===== src/sv/md5_pkg.sv =====
// md5_pkg: shared types, constants and round functions for the MD5 digest block.
// No dependencies; used by md5_ctrl, md5_datapath and md5_message_digest.
package md5_pkg;

    localparam logic [31:0] MD5_IV_A = 32'h67452301;
    localparam logic [31:0] MD5_IV_B = 32'hefcdab89;
    localparam logic [31:0] MD5_IV_C = 32'h98badcfe;
    localparam logic [31:0] MD5_IV_D = 32'h10325476;

    localparam logic [7:0] PAD_BYTE      = 8'h80;
    localparam logic [5:0] LAST_FILL     = 6'd63;
    localparam logic [5:0] PAD_TWO_FILL  = 6'd56;
    localparam logic [4:0] ZERO_END_ONE  = 5'd14;
    localparam logic [4:0] ZERO_END_FULL = 5'd16;
    localparam logic [5:0] LAST_ROUND    = 6'd63;
    localparam logic [3:0] LEN_LO_WORD   = 4'd14;
    localparam logic [3:0] LEN_HI_WORD   = 4'd15;
    localparam logic [1:0] LAST_INDEX    = 2'd3;

    localparam logic [31:0] MD5_K [64] = '{
        32'hd76aa478, 32'he8c7b756, 32'h242070db, 32'hc1bdceee,
        32'hf57c0faf, 32'h4787c62a, 32'ha8304613, 32'hfd469501,
        32'h698098d8, 32'h8b44f7af, 32'hffff5bb1, 32'h895cd7be,
        32'h6b901122, 32'hfd987193, 32'ha679438e, 32'h49b40821,
        32'hf61e2562, 32'hc040b340, 32'h265e5a51, 32'he9b6c7aa,
        32'hd62f105d, 32'h02441453, 32'hd8a1e681, 32'he7d3fbc8,
        32'h21e1cde6, 32'hc33707d6, 32'hf4d50d87, 32'h455a14ed,
        32'ha9e3e905, 32'hfcefa3f8, 32'h676f02d9, 32'h8d2a4c8a,
        32'hfffa3942, 32'h8771f681, 32'h6d9d6122, 32'hfde5380c,
        32'ha4beea44, 32'h4bdecfa9, 32'hf6bb4b60, 32'hbebfbc70,
        32'h289b7ec6, 32'heaa127fa, 32'hd4ef3085, 32'h04881d05,
        32'hd9d4d039, 32'he6db99e5, 32'h1fa27cf8, 32'hc4ac5665,
        32'hf4292244, 32'h432aff97, 32'hab9423a7, 32'hfc93a039,
        32'h655b59c3, 32'h8f0ccc92, 32'hffeff47d, 32'h85845dd1,
        32'h6fa87e4f, 32'hfe2ce6e0, 32'ha3014314, 32'h4e0811a1,
        32'hf7537e82, 32'hbd3af235, 32'h2ad7d2bb, 32'heb86d391
    };

    typedef enum logic [2:0] {
        ST_IDLE,
        ST_PAD,
        ST_ZERO,
        ST_LEN,
        ST_RUN,
        ST_FOLD
    } md5_state_t;

    // where the sequencer goes once a compression has been folded in
    typedef enum logic [1:0] {
        AFTER_IDLE,
        AFTER_PAD,
        AFTER_ZERO,
        AFTER_FIN
    } md5_after_t;

    typedef struct packed {
        logic       wr_byte;
        logic       pad_word;
        logic       zero_word;
        logic       len_words;
        logic       step;
        logic       fold;
        logic       final_fold;
        logic [5:0] rnd;
        logic [3:0] word;
    } md5_cmd_t;

    typedef struct packed {
        logic [5:0] fill;
        logic       emit_busy;
    } md5_status_t;

    function automatic logic [4:0] md5_rot(input logic [5:0] rnd);
        logic [3:0] sel;
        logic [4:0] s;
        sel = {rnd[5:4], rnd[1:0]};
        case (sel)
            4'd0:    s = 5'd7;
            4'd1:    s = 5'd12;
            4'd2:    s = 5'd17;
            4'd3:    s = 5'd22;
            4'd4:    s = 5'd5;
            4'd5:    s = 5'd9;
            4'd6:    s = 5'd14;
            4'd7:    s = 5'd20;
            4'd8:    s = 5'd4;
            4'd9:    s = 5'd11;
            4'd10:   s = 5'd16;
            4'd11:   s = 5'd23;
            4'd12:   s = 5'd6;
            4'd13:   s = 5'd10;
            4'd14:   s = 5'd15;
            default: s = 5'd21;
        endcase
        return s;
    endfunction

    function automatic logic [3:0] md5_msg_idx(input logic [5:0] rnd);
        logic [3:0] i;
        logic [3:0] g;
        i = rnd[3:0];
        case (rnd[5:4])
            2'd0:    g = i;
            2'd1:    g = 4'(i * 4'd5 + 4'd1);
            2'd2:    g = 4'(i * 4'd3 + 4'd5);
            default: g = 4'(i * 4'd7);
        endcase
        return g;
    endfunction

    function automatic logic [31:0] md5_round_f(input logic [1:0] r, input logic [31:0] b,
                                                input logic [31:0] c, input logic [31:0] d);
        logic [31:0] f;
        case (r)
            2'd0:    f = (b & c) | (~b & d);
            2'd1:    f = (b & d) | (c & ~d);
            2'd2:    f = b ^ c ^ d;
            default: f = c ^ (b | ~d);
        endcase
        return f;
    endfunction

    function automatic logic [31:0] md5_rotl(input logic [31:0] x, input logic [4:0] s);
        logic [63:0] t;
        t = {x, x} << s;
        return t[63:32];
    endfunction

endpackage


===== src/sv/md5_if.sv =====
// md5_if: valid/ready channel interfaces for message bytes and digest words.
// No dependencies.
interface md5_byte_if;
    logic       valid;
    logic       ready;
    logic [7:0] data_byte;
    logic       byte_valid;
    logic       last;

    modport source (output valid, data_byte, byte_valid, last, input ready);
    modport sink   (input valid, data_byte, byte_valid, last, output ready);
endinterface

interface md5_word_if;
    logic        valid;
    logic        ready;
    logic [31:0] digest_word;
    logic [1:0]  word_index;
    logic        last_word;

    modport source (output valid, digest_word, word_index, last_word, input ready);
    modport sink   (input valid, digest_word, word_index, last_word, output ready);
endinterface


===== src/sv/md5_message_digest.sv =====
// md5_message_digest: top level of the byte-stream MD5 digest engine.
// Depends on md5_pkg, md5_if, md5_ctrl and md5_datapath.
//
// Message bytes enter on msg, one transfer per cycle while the current 64-byte
// block is filling. The transfer that completes a block starts a compression:
// 64 rounds through the single round unit and then a feed-forward fold, while
// the input stalls. A transfer with last set adds padding (the 0x80 word, each
// zero word, a step to leave the zero fill, then the length words) and a final
// compression, preceded by one more compression when the padding spills into a
// second block or the last byte completes a block. The four digest words, A first,
// leave on digest from an output buffer, one per cycle while ready is high; the
// next message is accepted while they drain, but its final compression waits
// until the previous digest has left. An item with byte_valid low and last low
// is accepted and does nothing.
module md5_message_digest (
    input logic        clk,
    input logic        rst_n,
    md5_byte_if.sink   msg,
    md5_word_if.source digest
);
    import md5_pkg::*;

    md5_cmd_t    cmd;
    md5_status_t sts;

    md5_ctrl u_ctrl (
        .clk           (clk),
        .rst_n         (rst_n),
        .in_valid      (msg.valid),
        .in_byte_valid (msg.byte_valid),
        .in_last       (msg.last),
        .in_ready      (msg.ready),
        .sts           (sts),
        .cmd           (cmd)
    );

    md5_datapath u_dp (
        .clk       (clk),
        .rst_n     (rst_n),
        .data_byte (msg.data_byte),
        .cmd       (cmd),
        .sts       (sts),
        .digest    (digest)
    );

endmodule


===== src/sv/md5_ctrl.sv =====
// md5_ctrl: sequencer for byte intake, padding, the 64 compression rounds and fold.
// Depends on md5_pkg.
module md5_ctrl (
    input  logic               clk,
    input  logic               rst_n,
    input  logic               in_valid,
    input  logic               in_byte_valid,
    input  logic               in_last,
    output logic               in_ready,
    input  md5_pkg::md5_status_t sts,
    output md5_pkg::md5_cmd_t    cmd
);
    import md5_pkg::*;

    md5_state_t state_reg, state_next;
    md5_after_t after_reg, after_next;
    logic [5:0] rnd_reg, rnd_next;
    logic [4:0] pw_reg, pw_next;
    logic       two_reg, two_next;
    logic [4:0] zero_end;

    assign zero_end = two_reg ? ZERO_END_FULL : ZERO_END_ONE;

    always_ff @(posedge clk or negedge rst_n)
    begin
        if (!rst_n)
        begin
            state_reg <= ST_IDLE;
            after_reg <= AFTER_IDLE;
            rnd_reg   <= '0;
            pw_reg    <= '0;
            two_reg   <= 1'b0;
        end
        else
        begin
            state_reg <= state_next;
            after_reg <= after_next;
            rnd_reg   <= rnd_next;
            pw_reg    <= pw_next;
            two_reg   <= two_next;
        end
    end

    always_comb
    begin
        state_next = state_reg;
        after_next = after_reg;
        rnd_next   = rnd_reg;
        pw_next    = pw_reg;
        two_next   = two_reg;
        case (state_reg)
            ST_IDLE:
            begin
                if (in_valid)
                begin
                    if (in_byte_valid && sts.fill == LAST_FILL)
                    begin
                        state_next = ST_RUN;
                        rnd_next   = '0;
                        after_next = in_last ? AFTER_PAD : AFTER_IDLE;
                    end
                    else if (in_last)
                    begin
                        state_next = ST_PAD;
                    end
                end
            end
            ST_PAD:
            begin
                pw_next    = {1'b0, sts.fill[5:2]} + 5'd1;
                two_next   = sts.fill >= PAD_TWO_FILL;
                state_next = ST_ZERO;
            end
            ST_ZERO:
            begin
                if (pw_reg < zero_end)
                begin
                    pw_next = pw_reg + 5'd1;
                end
                else if (two_reg)
                begin
                    state_next = ST_RUN;
                    rnd_next   = '0;
                    after_next = AFTER_ZERO;
                end
                else
                begin
                    state_next = ST_LEN;
                end
            end
            ST_LEN:
            begin
                // digest buffer must be free before the final fold
                if (!sts.emit_busy)
                begin
                    state_next = ST_RUN;
                    rnd_next   = '0;
                    after_next = AFTER_FIN;
                end
            end
            ST_RUN:
            begin
                rnd_next = rnd_reg + 6'd1;
                if (rnd_reg == LAST_ROUND)
                begin
                    state_next = ST_FOLD;
                end
            end
            ST_FOLD:
            begin
                case (after_reg)
                    AFTER_PAD:
                    begin
                        state_next = ST_PAD;
                    end
                    AFTER_ZERO:
                    begin
                        pw_next    = '0;
                        two_next   = 1'b0;
                        state_next = ST_ZERO;
                    end
                    default:
                    begin
                        state_next = ST_IDLE;
                    end
                endcase
            end
            default:
            begin
                state_next = ST_IDLE;
            end
        endcase
    end

    always_comb
    begin
        in_ready       = state_reg == ST_IDLE;
        cmd.wr_byte    = (state_reg == ST_IDLE) && in_valid && in_byte_valid;
        cmd.pad_word   = state_reg == ST_PAD;
        cmd.zero_word  = (state_reg == ST_ZERO) && (pw_reg < zero_end);
        cmd.len_words  = (state_reg == ST_LEN) && !sts.emit_busy;
        cmd.step       = state_reg == ST_RUN;
        cmd.fold       = state_reg == ST_FOLD;
        cmd.final_fold = (state_reg == ST_FOLD) && (after_reg == AFTER_FIN);
        cmd.rnd        = rnd_reg;
        cmd.word       = pw_reg[3:0];
    end

endmodule


===== src/sv/md5_datapath.sv =====
// md5_datapath: block buffer, chaining words, round unit, length counter, digest buffer.
// Depends on md5_pkg and md5_if (md5_word_if).
module md5_datapath (
    input  logic                 clk,
    input  logic                 rst_n,
    input  logic [7:0]           data_byte,
    input  md5_pkg::md5_cmd_t    cmd,
    output md5_pkg::md5_status_t sts,
    md5_word_if.source           digest
);
    import md5_pkg::*;

    logic [3:0][7:0] blk_reg [16];
    logic [31:0]     chain_reg [4];
    logic [31:0]     work_reg [4];
    logic [31:0]     dig_reg [4];
    logic [5:0]      fill_reg;
    logic [60:0]     total_reg;
    logic            emit_busy_reg;
    logic [1:0]      emit_idx_reg;

    logic [31:0] a_src, b_src, c_src, d_src;
    logic [31:0] f_val, sum_val, new_b;
    logic [63:0] bit_len;
    logic        emit_xfer;

    assign bit_len = {total_reg, 3'b000};

    always_comb
    begin
        if (cmd.rnd == '0)
        begin
            a_src = chain_reg[0];
            b_src = chain_reg[1];
            c_src = chain_reg[2];
            d_src = chain_reg[3];
        end
        else
        begin
            a_src = work_reg[0];
            b_src = work_reg[1];
            c_src = work_reg[2];
            d_src = work_reg[3];
        end
        f_val   = md5_round_f(cmd.rnd[5:4], b_src, c_src, d_src);
        sum_val = a_src + f_val + blk_reg[md5_msg_idx(cmd.rnd)] + MD5_K[cmd.rnd];
        new_b   = b_src + md5_rotl(sum_val, md5_rot(cmd.rnd));
    end

    always_ff @(posedge clk)
    begin
        if (cmd.wr_byte)
        begin
            blk_reg[fill_reg[5:2]][fill_reg[1:0]] <= data_byte;
        end
        if (cmd.pad_word)
        begin
            // lanes below the fill point already hold message bytes
            for (int j = 0; j < 4; j++)
            begin
                if (2'(j) == fill_reg[1:0])
                begin
                    blk_reg[fill_reg[5:2]][j] <= PAD_BYTE;
                end
                else if (2'(j) > fill_reg[1:0])
                begin
                    blk_reg[fill_reg[5:2]][j] <= '0;
                end
            end
        end
        if (cmd.zero_word)
        begin
            blk_reg[cmd.word] <= '0;
        end
        if (cmd.len_words)
        begin
            blk_reg[LEN_LO_WORD] <= bit_len[31:0];
            blk_reg[LEN_HI_WORD] <= bit_len[63:32];
        end
    end

    always_ff @(posedge clk)
    begin
        if (cmd.step)
        begin
            work_reg[0] <= d_src;
            work_reg[1] <= new_b;
            work_reg[2] <= b_src;
            work_reg[3] <= c_src;
        end
        if (cmd.final_fold)
        begin
            for (int i = 0; i < 4; i++)
            begin
                dig_reg[i] <= chain_reg[i] + work_reg[i];
            end
        end
    end

    assign emit_xfer = digest.valid && digest.ready;

    always_ff @(posedge clk or negedge rst_n)
    begin
        if (!rst_n)
        begin
            chain_reg[0]  <= MD5_IV_A;
            chain_reg[1]  <= MD5_IV_B;
            chain_reg[2]  <= MD5_IV_C;
            chain_reg[3]  <= MD5_IV_D;
            fill_reg      <= '0;
            total_reg     <= '0;
            emit_busy_reg <= 1'b0;
            emit_idx_reg  <= '0;
        end
        else
        begin
            if (cmd.wr_byte)
            begin
                fill_reg  <= fill_reg + 6'd1;
                total_reg <= total_reg + 61'd1;
            end
            if (cmd.fold)
            begin
                fill_reg <= '0;
                if (cmd.final_fold)
                begin
                    chain_reg[0]  <= MD5_IV_A;
                    chain_reg[1]  <= MD5_IV_B;
                    chain_reg[2]  <= MD5_IV_C;
                    chain_reg[3]  <= MD5_IV_D;
                    total_reg     <= '0;
                    emit_busy_reg <= 1'b1;
                    emit_idx_reg  <= '0;
                end
                else
                begin
                    for (int i = 0; i < 4; i++)
                    begin
                        chain_reg[i] <= chain_reg[i] + work_reg[i];
                    end
                end
            end
            if (emit_xfer)
            begin
                emit_idx_reg <= emit_idx_reg + 2'd1;
                if (emit_idx_reg == LAST_INDEX)
                begin
                    emit_busy_reg <= 1'b0;
                end
            end
        end
    end

    assign digest.valid       = emit_busy_reg;
    assign digest.digest_word = dig_reg[emit_idx_reg];
    assign digest.word_index  = emit_idx_reg;
    assign digest.last_word   = emit_idx_reg == LAST_INDEX;

    assign sts.fill      = fill_reg;
    assign sts.emit_busy = emit_busy_reg;

endmodule


===== src/flat_wrapper.sv =====
// flat-port wrapper written by rule: the top's interface ports become plain ports
module md5_message_digest_flat import md5_pkg::*;
  (clk, rst_n, msg_valid, msg_data_byte, msg_byte_valid, msg_last, msg_ready, digest_valid, digest_digest_word, digest_word_index, digest_last_word, digest_ready);
  md5_byte_if msg_i ();
  md5_word_if digest_i ();
  input logic clk;
  input logic rst_n;
  input wire logic [$bits(msg_i.valid)-1:0] msg_valid;
  input wire logic [$bits(msg_i.data_byte)-1:0] msg_data_byte;
  input wire logic [$bits(msg_i.byte_valid)-1:0] msg_byte_valid;
  input wire logic [$bits(msg_i.last)-1:0] msg_last;
  output wire logic [$bits(msg_i.ready)-1:0] msg_ready;
  output wire logic [$bits(digest_i.valid)-1:0] digest_valid;
  output wire logic [$bits(digest_i.digest_word)-1:0] digest_digest_word;
  output wire logic [$bits(digest_i.word_index)-1:0] digest_word_index;
  output wire logic [$bits(digest_i.last_word)-1:0] digest_last_word;
  input wire logic [$bits(digest_i.ready)-1:0] digest_ready;
  assign msg_i.valid = msg_valid;
  assign msg_i.data_byte = msg_data_byte;
  assign msg_i.byte_valid = msg_byte_valid;
  assign msg_i.last = msg_last;
  assign msg_ready = msg_i.ready;
  assign digest_valid = digest_i.valid;
  assign digest_digest_word = digest_i.digest_word;
  assign digest_word_index = digest_i.word_index;
  assign digest_last_word = digest_i.last_word;
  assign digest_i.ready = digest_ready;
  md5_message_digest u_core (.clk(clk), .rst_n(rst_n), .msg(msg_i), .digest(digest_i));
endmodule

===== config.mk =====
export PLATFORM = sky130hd
export DESIGN_NAME = md5_message_digest_flat
export DESIGN_NICKNAME = d
export VERILOG_FILES = /design/src/sv/md5_pkg.sv /design/src/sv/md5_if.sv /design/src/sv/md5_message_digest.sv /design/src/sv/md5_ctrl.sv /design/src/sv/md5_datapath.sv /design/src/flat_wrapper.sv
export SDC_FILE = /design/constraint.sdc
export NUM_CORES = 2
export LEC_CHECK = 0
export ABC_AREA = 1
export BUFFER_PORTS_ARGS = -buffer_cell sky130_fd_sc_hd__buf_2
export CELL_PAD_IN_SITES_DETAIL_PLACEMENT = 0
export CELL_PAD_IN_SITES_GLOBAL_PLACEMENT = 2
export CORE_MARGIN = 2
export CORE_UTILIZATION = 39
export DETAILED_ROUTE_END_ITERATION = 8
export GPL_TIMING_DRIVEN = 1
export PLACE_DENSITY = 0.87
export REMOVE_ABC_BUFFERS = 1
export SLEW_MARGIN = 20
export SYNTH_ARGS = -nofsm -noshare
export SYNTH_HDL_FRONTEND = slang
export SYNTH_HIERARCHICAL = 1
export SYNTH_SLANG_ARGS = --single-unit

===== constraint.sdc =====
create_clock -name clk -period 10.2 [get_ports clk]
set_input_delay 2.04 -clock clk [delete_from_list [all_inputs] [get_ports clk]]
set_output_delay 2.04 -clock clk [all_outputs]
set_load 0.02 [all_outputs]

Yosys cells after proc, flatten, opt, wreduce, memory -nomap -nowiden
Memories as Yosys holds them, arrays and structs flattened.
Index checks and enable logic that the tools add are counted.

storage, ports and cells
  register bits = 215
  RAM bits = 768
  ROM bits = 2128
  input bits = 14
  output and inout port bits = 37
  word-level logic and storage cells = 336
  memories kept = 5

memory list
  name                  depth  width  rd ports  clocked after memory_dff  wr ports  RTL line            source
  (no name shown)       64     32     1         0                         0         md5_datapath.sv:46  sum_val = a_src + f_val + blk_reg[md5_msg_idx(cmd.rnd)] + MD5_K[cmd.rnd];
  u_core.u_dp.blk_reg   16     32     1         0                         2         md5_datapath.sv:13  logic [3:0][7:0] blk_reg [16];
  u_core.u_dp.dig_reg   4      32     1         0                         4         md5_datapath.sv:16  logic [31:0] dig_reg [4];
  u_core.u_dp.work_reg  4      32     4         0                         4         md5_datapath.sv:15  logic [31:0] work_reg [4];
  (no name shown)       16     5      1         0                         0         md5_pkg.sv:77       case (sel)

operators by class
  add/sub/neg operators = 16
  multipliers = 3
  order comparisons = 9
  equal/unequal tests = 25
  shifts and indexed selects = 1
  muxes and demuxes = 159
  bitwise logic cells = 77
  reductions and logical operators = 28

operators with widths
  operator               count
  $mux 32                11
  $add 32x32->32         8
  $mux 61                3
  $and 32x32->32         4
  $mux 128               1
  $mux 1                 107
  $or 32x32->32          3
  $pmux 32 s3            1
  $xor 32x32->32         3
  $not 32->32            2
  $or 1x1->1             64
  $reduce_or 32->1       2
  $shl 64x5->64          1
  $add 61x1->61 const B  1
  $mux 6                 7
  $pmux 6 s4             1
  $mux 3                 7
  $pmux 3 s6             1
  $demux 8 s2            1
  $mux 2                 8
  $mux 5                 3
  $pmux 5 s3             1
  $ne 2x2->1 const B     7
  $add 6x1->6 const B    2
  other kinds (43)       69

Longest topological paths before layout
  depth in word-level cells = 11
  mapped depth = 62
  gate-level depth less buffers = 55

By module
Netlist, hierarchy kept.

modules (own cells, without submodules)
  module        instances  cells each  area an instance (sq um)  sequential area each (sq um)
  md5_datapath  1          7920        59537.1                   23582.6
  md5_ctrl      1          181         1208.7                    425.4

Worst setup path after synthesis
No wires, ideal clock.

  path kind = reg2reg
  start = register u_core.u_ctrl.rnd_reg[3]
  end = memory u_core.u_dp.work_reg[1][16] (data pin)
  setup time = 257 ps
  data arrival time = 8390 ps
  required time = 9943 ps
  slack = 1553 ps
  cell stages (with the launch flop) = 57
  path buffers = 8
  clock period less this slack = 8647 ps
  cells stage by stage = dfrtp_1 > buf_2 > inv_1 > clkbuf_1 > buf_1 > buf_1 > ha_1 > nand2_1 > inv_2 > nand2_4 > buf_6 > clkbuf_1 > clkbuf_1 > clkbuf_1 > o21ai_0 > inv_1 > or2_2 > nand3_1 > [... 21 more ...] > a31oi_1 > o21ai_0 > fa_1 > nand3_1 > nand2_1 > a21oi_1 > inv_1 > a21oi_1 > o21ai_0 > nand2_1 > nand2_1 > nand2_2 > nand2_4 > nand2_1 > nand2_2 > nand2_1 > nand2_1 > xor2_1

RTL lines
  element                 RTL line            source
  start, declared         md5_ctrl.sv:17      logic [5:0] rnd_reg, rnd_next;
  start signal, assigned  md5_ctrl.sv:38      rnd_reg <= rnd_next;
  end, declared           md5_datapath.sv:15

==> metrics.md <==
| Metric | Value |
|---|---|
| Outcome | complete, no violations |
| Final setup violation count | 0 |
| Finished Core Util | 43.8% |
| Max incr delay on CP | 0.66 ns |
| Max FFs per register | 512 |
| Vias in the first global route | 55.4k |
| Post-Syn Area per Cell | 7.50 um^2 |
| Initial antenna violation count | 5 |
| Clk_skew | 0.0798 ns |
| CP max-delay cell | dfrtp_1 |
| Unrepaired setup endpoints after global routing | no |
| Routed vias | about 58k |
| Area contributors post-synth | edfxtp_1, dfxtp_1, nand2_1 |
| EDFF count, synth | 317 |
| Post-CTS setup buffer count | 0 |
| CP Launch Type | flip-flop |
| Most used cell, CP | nand2_1 |
| Sequential-to-total area share from yosys stat | 39.5% |
| Gp weighted congestion | 1.03 |
| Clock buffers created by TritonCTS | 112 |
| Yosys cell types | 74 |
| Arr. time, crit path | 10.16 ns |
| Fillers | approximately 16k |
| I/O pins | 51 |
| DR pass1 iterations | 7 |
| Worst-path fanout max | 53 |
| Port Buffer Count | 50 |
| Final Hold Fails | 0 |
| Tightest Pin Transition | 1.38 ns |
| Yosys top cell area share | 15.7% |
| Total track usage | 31.1% |
| Final Critical Period | 9.64 ns |
| Req. time, crit path | 10.72 ns |
| Worst min path class | reg2reg |
| Seq cells post-synth | 983 |
| Synth area leader | edfxtp_1 |
| Vias/cell | 5.69 |
| Cell area after synthesis | 60700 um^2 |
| TritonCTS clock tree | built |
| Slew Viols, Final | 0 |
| Core area | about 150000 um^2 |
| Initial drt markers | 5580 |
| Wire per inst | ~25 um |
| DRC errors left | 0 |
| Std cell rows | 144 |
| Synth cell count leaders | nand2_1, inv_1, o21ai_0 |
| H-tree Lvls | 3 |
| Clock Tree Buf Depth | 3 |
| Max_slew headroom | 8.28% |
| Cells after Synth | 8101 |
| Clock Sinks | 983 |
| Clk Latency, worst-skew pair | ~0.8 ns |
| Overflow after GRT | 0 |
| Max-capacitance violation count | 0 |
| Yosys warning count | 6 |
| Initial core utilization | 39.3% |
| Die height | 399 um |
| CTS root buffer | clkbuf_16 |
| Critical path class | reg2reg |
| Layout cells sized above 1 | ~8.8% |
| Die area | 159000 um^2 |
| Commonest register cell after synthesis | dfxtp_1 |
| Largest net degree at the start of global routing | between 100 and 150 |
| Worst R2R Start | u_core/u_ctrl/rnd_reg[5] |
| Highest clock rate | 104 MHz |
| WL final | 252 mm |
| Layout Nets | between 8k and 9k |
| HPWL after detailed placement | 188 mm |
| Global-route wire length before repair | 370 mm |
| Worst setup EP type | flip-flop |
| Final period utilization | between 90% and 100% |
| Cell with the most instances after synthesis | nand2_1 |
| Die W | 399 um |
| Area Growth Syn to Fin | 11.3% |
| Remaining antenna violation count after routing | 0 |
| HP Start | u_core/u_dp/blk_reg[5][30] |
| CP Launch Point | u_core/u_ctrl/rnd_reg[5] |
| Asr flop ratio synth | 21.9% |
| Clock slew at reported path FFs | 0.08 ns |
-- worst paths after layout --
path / endpoint / slack [ns] / depth (start not counted)
worst max register to register: u_core/u_dp/work_reg[1][28] / 0.56 / 50
worst min register to register: u_core/u_dp/blk_reg[5][30] / 0.45 / 2
worst min-delay path: u_core/u_dp/blk_reg[5][30] / 0.45 / 2
worst max-delay path: u_core/u_dp/work_reg[1][28] / 0.56 / 50
max in group asynchronous: u_core/u_dp/total_reg[57] / 7.03 / 3
min in group asynchronous: u_core/u_dp/chain_reg[40] / 1.27 / 1
-- per-layer routing --
| layer | wire length, um | vias up | share of wire (%) | track usage, % |
|---|---|---|---|---|
| li1 | - | 27391 | - | - |
| met1 | 107000 | 28013 | 42 | 40.6 |
| met2 | 117000 | 2117 | 46 | 51.5 |
| met3 | 15000 | 464 | 6.0 | 3.69 |
| met4 | 13400 | 0 | 5.3 | 14.4 |
| met5 | 0 | - | 0 | 0 |
-- cell families after synthesis --
| kind of cell | share of synthesized area, % |
|---|---|
| AOI/OAI and AO/OA | 21.0 |
| buffers and inverters | 8.82 |
| adders and majority gates | 6.83 |
| DFF | 39.5 |
| muxes | 0.0165 |
| xor gates and xnor gates | 3.23 |
| and+or+nand+nor | 20.6 |
-- layout by cell type, fill, tap and decap left out, types with 49 or more instances in the layout --
cell,Yosys,final
a21oi_1,795,790
nor2_1,617,593
or2_2,62,62
xor2_1,156,156
buf_2,26,49
fa_1,71,71
ha_1,218,218
dfxtp_1,451,451
o21ai_0,928,920
nor3_1,99,95
o211ai_1,101,101
a31oi_1,67,66
clkbuf_16,0,114
buf_4,12,195
nand3_1,540,540
o22ai_1,151,151
edfxtp_1,317,317
a211oi_1,66,66
nand2_1,1395,1391
dfstp_2,64,64
inv_1,944,930
xnor2_1,68,68
dfrtp_1,151,149
-- critical path: cells and delay by family (launching register included) --
family / cells / cell delay [ns]
buf+inv: 9 / 1.22
compound gates: 11 / 2.69
simple gates: 25 / 3.08
xor+xnor: 1 / 0.23
fa+ha+maj: 4 / 1.47
flops: 1 / 0.66
-- repair_timing --
item	CTS	global route
setup endpoints to repair	0	6
gates resized for setup	0	17
hold buffers	0	0
-- layout make-up --
cell class / count / area, um^2 / area share, %
multi-input combinational: 5719 / 31600 / 46.8
inverter: 974 / 3670 / 5.43
antenna: 3 / 7.51 / 0.0111
clock buffer: 159 / 3150 / 4.66
tap: 2044 / 2560 / 3.78
timing repair buffer: 258 / 1980 / 2.93
clock inverter: 55 / 632 / 0.934
sequential: 983 / 24000 / 35.5
-- stage by stage --
stage                     instance area [um^2]  TNS (ns)  cells  hold WS [ns]  worst slack [ns]
after floorplan                          59000   -333.95   7675         0.427             -2.81
after global placement                   63700         0   9975         0.432             0.810
after detailed placement                 63800         0   9976         0.437             0.733
after CTS                                67500         0  10190         0.446             0.664
after global routing                     67600         0  10192         0.465            0.0578
final                                    67600         0  10195         0.446             0.564
Power is not shown: default switching activity piles up to over one toggle a cycle in this logic, so the estimate is an artifact.
